## config.mk

```make
export PLATFORM = sky130hd
export DESIGN_NAME = iotfs_ctrl
export DESIGN_NICKNAME = d
export VERILOG_FILES = /design/src/rtl/iotfs_pkg.sv /design/src/rtl/iotfs_ctrl.sv
export SDC_FILE = /design/constraint.sdc
export NUM_CORES = 1
export LEC_CHECK = 0
export BUFFER_PORTS_ARGS = -buffer_cell sky130_fd_sc_hd__buf_2
export CAP_MARGIN = 20
export CORE_AREA = 3 3 40 42
export CTS_CLUSTER_SIZE = 25
export DETAILED_ROUTE_END_ITERATION = 12
export DIE_AREA = 0 0 43 45
export GPL_ROUTABILITY_DRIVEN = 1
export MAX_ROUTING_LAYER = met4
export SYNTH_ARGS = -nofsm -noshare
export SYNTH_HDL_FRONTEND = slang
export SYNTH_SLANG_ARGS = --single-unit
```

## constraint.sdc

```tcl
create_clock -name clk -period 1.2 [get_ports clk]
set_input_delay 0.12 -clock clk [delete_from_list [all_inputs] [get_ports clk]]
set_output_delay 0.12 -clock clk [all_outputs]
set_load 0.02 [all_outputs]
```

## src/rtl/iotfs_pkg.sv

```systemverilog
// iotfs_pkg: shared widths, reset constants, request kinds and the
// controller/datapath command and status structs of the footprint statistics block.
// No dependencies.
package iotfs_pkg;

  // Field widths of one request and one result
  localparam int START_W = 32;
  localparam int LEN_W   = 16;
  localparam int COUNT_W = 32;
  localparam int SUM_W   = 48;
  localparam int POS_W   = 33;
  localparam int UNIQ_W  = 21;

  // Parameter defaults
  localparam int DEF_MAP_ADDRESS_BITS = 20;
  localparam int DEF_MARK_STRIDE      = 8;
  localparam int DEF_WORD_BITS        = 32;

  localparam logic [START_W-1:0] MIN_START_RESET = 32'h7FFF_FFFF;

  // Request direction codes
  localparam logic KIND_WRITE = 1'b0;
  localparam logic KIND_READ  = 1'b1;

  // Controller to datapath
  typedef struct packed {
    logic clear;    // zero one word of both maps
    logic load;     // take the request and update the per-request totals
    logic drop;     // count a mark outside the map and step to the next mark
    logic rd;       // read the word that holds the current mark
    logic wr;       // set the mark bit and step to the next mark
    logic publish;  // copy the running totals into the result register
  } iotfs_cmd_t;

  // Datapath to controller
  typedef struct packed {
    logic clear_last;  // clearing pass is at the last word
    logic done;        // no mark left below the request end
    logic out_of_map;  // current mark lies at or above the map size
  } iotfs_stat_t;

endpackage

```

## src/rtl/iotfs_ctrl.sv

```systemverilog
// iotfs_ctrl: sequencer of the footprint statistics block.
// Runs the clearing pass, the per-mark read-modify-write and the result handshake.
// Depends on iotfs_pkg.
module iotfs_ctrl (
  input  logic                clk,
  input  logic                rst,
  input  logic                in_valid,
  output logic                in_ready,
  output logic                out_valid,
  input  logic                out_ready,
  input  iotfs_pkg::iotfs_stat_t stat,
  output iotfs_pkg::iotfs_cmd_t  cmd
);
  import iotfs_pkg::*;

  typedef enum logic [2:0] {
    S_CLEAR,
    S_IDLE,
    S_MARK,
    S_WRITE,
    S_DONE
  } state_t;

  state_t state;
  state_t state_next;
  logic   out_valid_next;

  assign in_ready = (state == S_IDLE);

  always_comb begin
    cmd        = '0;
    state_next = state;
    case (state)
      S_CLEAR: begin
        cmd.clear = 1'b1;
        if (stat.clear_last) begin
          state_next = S_IDLE;
        end
      end
      S_IDLE: begin
        if (in_valid) begin
          cmd.load   = 1'b1;
          state_next = S_MARK;
        end
      end
      S_MARK: begin
        if (stat.done) begin
          state_next = S_DONE;
        end else if (stat.out_of_map) begin
          cmd.drop = 1'b1;
        end else begin
          cmd.rd     = 1'b1;
          state_next = S_WRITE;
        end
      end
      S_WRITE: begin
        cmd.wr     = 1'b1;
        state_next = S_MARK;
      end
      S_DONE: begin
        if (!out_valid || out_ready) begin
          cmd.publish = 1'b1;
          state_next  = S_IDLE;
        end
      end
      default: begin
        state_next = S_CLEAR;
      end
    endcase
  end

  always_comb begin
    if (cmd.publish) begin
      out_valid_next = 1'b1;
    end else if (out_ready) begin
      out_valid_next = 1'b0;
    end else begin
      out_valid_next = out_valid;
    end
  end

  always_ff @(posedge clk) begin
    if (rst) begin
      state     <= S_CLEAR;
      out_valid <= 1'b0;
    end else begin
      state     <= state_next;
      out_valid <= out_valid_next;
    end
  end

endmodule

```

==> impl_results.md <==
* Largest cells by area after synthesis: dfxtp_1 (30%), mux2i_1 (7.6%), o2bb2ai_2 (5.7%), nand2b_1 (4.7%), buf_6 (4.3%)
* Slew HR at 0.821
* CP Capture Type: primary output
* Synth-to-layout area growth at 109%
* CP max stage delay at ~0.42 ns
* FF/Latch Area at between 80 and 90 um2
* Root Driver: clkbuf_4
* RD Place Congestion at ~0.62
* Initial antenna violation count at 0
* Total vias in the final route at roughly 300
* H-tree levels at 1
* First-pass GRT wire length at ~1.2 mm
* PwrDens at ~1300 nW/um2
* Worst Path Arrival at around 1.3 ns
* Largest net degree at the start of global routing at 6
* Core Util, Final at 0.429
* Die Y at about 45 um
* Die Wd at approximately 43 um
* Crit start category: flip-flop
* CTS Sinks at 4
* Leakage power figure at about 0.00025 uW
* Failing checks: negative setup slack
* Clk buf depth at 2
* Synthesized flop and latch total at 4
* Site Rows at 13
* Yosys Warn Count at 0
* GRT Util Overall at 0.0952
* Residual DRC at 0
* DP HPWL at between 500 and 600 um
* Register area share after synthesis at 0.303
* Fill cell count at approximately 130
* Core area at 1280 um2
* Post-Syn Area at approximately 260 um2
* CTS tree: yes
* Tcrit/Tclk final at 1.20
* Reg-to-reg slack, setup at -0.10 ns
* Slowest CP cell: or3b_4
* DR iter-0 viols at 1
* Peak Freq at 695 MHz
* Final Slew Violations at 0
* Port Buffers at 14
* Final WS setup at -0.238 ns
* Post-Route WL at about 780 um
* Hold Path Class: in -> reg
* Worst skew pair latency at 0.23 ns
* CTS buffer count at 3
* Final hold viol count at 0
* Hold buffers post-CTS at 0
* Metal-1 WL at 288 um
* Synth area leader: dfxtp_1
* Layout cells sized above 1 at 0.741
* Routed len/inst at ~11 um
* Drt via density at roughly 4.4
* First-pass detailed-route iteration total at 2
* Status: finished, violations left
* Die area at 1940 um2
* Cell family with most CP delay: simple AND/OR/NAND/NOR gates
* CP max FO at 4
* Final setup violation count at 7
* Area share of the leading cell type in the synthesized netlist at 0.303
* Final nets at between 60 and 70
* Max Cap Viol at 0
* Tightest Pin Transition at around 0.26 ns
* Antenna Violating Nets Remaining at 0
* Top Ports at 15
* Final min period at 1.44 ns
* Antenna diodes at 0
* Mean Syn Cell Area at slightly below 9 um2
* Placed cell area at about 390 um2
* Top Metal Used: met4
* Final Skew at between 0.0007 and 0.0008 ns
* Clock slew seen by the registers of the worst setup and hold paths at about 0.03 ns
* DR WL met3 at ~46 um
* Count of cell types in the netlist at 21
* Vias in the first global route at about 310
* Kind of critical path: reg -> out
* RSZ-0062 raised after global routing: true
* CP Cell Sequence: or3b_4 -> nor3b_4 -> buf_6
* Worst Path Buf+Inv at 1
* Area taken by multi-input logic gates at between 200 and 250 um2
* Mapped Nets at 37
* Req. time, crit path at 1.08 ns
* Initial Util at 0.205
* Cells after Synth at 30
* Met2 Routed Length at roughly 430 um
* Grt total ovfl at 0
* Peak VDD IR at 0.000408 V
* Design Area, Final at about 550 um2
-- flip-flops by register name, indices dropped and copies added (netlist names) --
signal     count
out_valid      1
state          3
-- cell usage in the layout, fill, tap and decap left out --
| cell type | n |
|---|---|
| a21oi_1 | 1 |
| a21oi_2 | 1 |
| and2_4 | 1 |
| and3_4 | 1 |
| and3b_2 | 1 |
| buf_2 | 7 |
| buf_4 | 7 |
| buf_6 | 9 |
| clkbuf_4 | 3 |
| dfxtp_1 | 2 |
| dfxtp_2 | 2 |
| inv_1 | 1 |
| mux2i_1 | 2 |
| nand2_1 | 1 |
| nand2b_1 | 2 |
| nor2_1 | 2 |
| nor2_4 | 1 |
| nor2b_1 | 1 |
| nor3_4 | 2 |
| nor3b_4 | 1 |
| nor4_2 | 1 |
| o22a_1 | 1 |
| o2bb2ai_4 | 1 |
| o31ai_1 | 1 |
| or3b_4 | 2 |
-- metal layers --
metal  global-route usage  vias up
met2                0.162        7
met3               0.0398        2
li1                     -      157
met5                    -        -
met1               0.0771      138
met4               0.0904        0
-- synthesized netlist by cell type (all sizes together) --
cell / number
o2bb2ai: 1
dfxtp: 4
or3b: 2
nor4: 1
o31ai: 1
a21oi: 2
and3: 1
mux2i: 2
nand2b: 2
inv: 1
nor2b: 1
nand2: 1
and3b: 1
buf: 2
o22a: 1
nor3b: 1
and2: 1
nor2: 3
nor3: 2
-- repair_timing --
action | CTS | global route
setup buffers | 3 | 2
resized for setup | 15 | 12
pin swaps | 1 | 3
endpoints found under the setup margin | 6 | 11
-- path summary, 6_finish.rpt --
| path | from | endpoint | cells after the start |
|---|---|---|---|
| worst max-delay path | state[0] | cmd[3] | 3 |
| worst min-delay path | rst | out_valid | 2 |
| worst max register to register | state[0] | state[0] | 4 |
| worst min register to register | state[2] | state[1] | 2 |
-- logic make-up (layout without fill, tap and decap cells) --
| group | count (synthesis) | in the layout | share of synthesized area |
|---|---|---|---|
| flip-flops | 4 | 4 | 0.303 |
| buffers and inverters | 3 | 27 | 0.0853 |
| multiplexers | 2 | 2 | 0.0758 |
| AO/OA/AOI/OAI | 5 | 5 | 0.156 |
| AND/OR/NAND/NOR | 16 | 16 | 0.379 |
-- worst register-to-register path, delay by kind of cell, from the launching register on --
kind	cells	cell delay (ns)
AOI/OAI and AO/OA	1	0.15
buffers and inverters	1	0.14
DFF	1	0.34
muxes	1	0.21
and+or+nand+nor	1	0.40
-- report_power, final --
group	switching, uW	internal (uW)	total, uW
Combinational	161	207	367
Clock	46.8	111	158
Sequential	16.6	151	168
-- cell type report --
cell class                 instances  share of cell area
multi-input combinational         23               0.426
timing repair buffer              23               0.342
inverter                           1             0.00680
clock buffer                       3              0.0408
tap                               15              0.0340
sequential                         4               0.150
-- stage by stage --
step | total power [uW] | setup slack [ns] | TNS [ns] | instances | hold WS, ns
final | 693 | -0.238 | -0.749 | 69 | 0.117
after floorplan | 333 | -0.0191 | -0.0191 | 30 | 0.189
after global placement | 408 | -0.0134 | -0.0140 | 61 | 0.344
after detailed placement | 408 | -0.0261 | -0.0439 | 61 | 0.351
after CTS | 630 | -0.238 | -0.662 | 67 | 0.0955
after global routing | 744 | -0.280 | -1.26 | 69 | 0.126
Power figures use the tool's default switching activity.
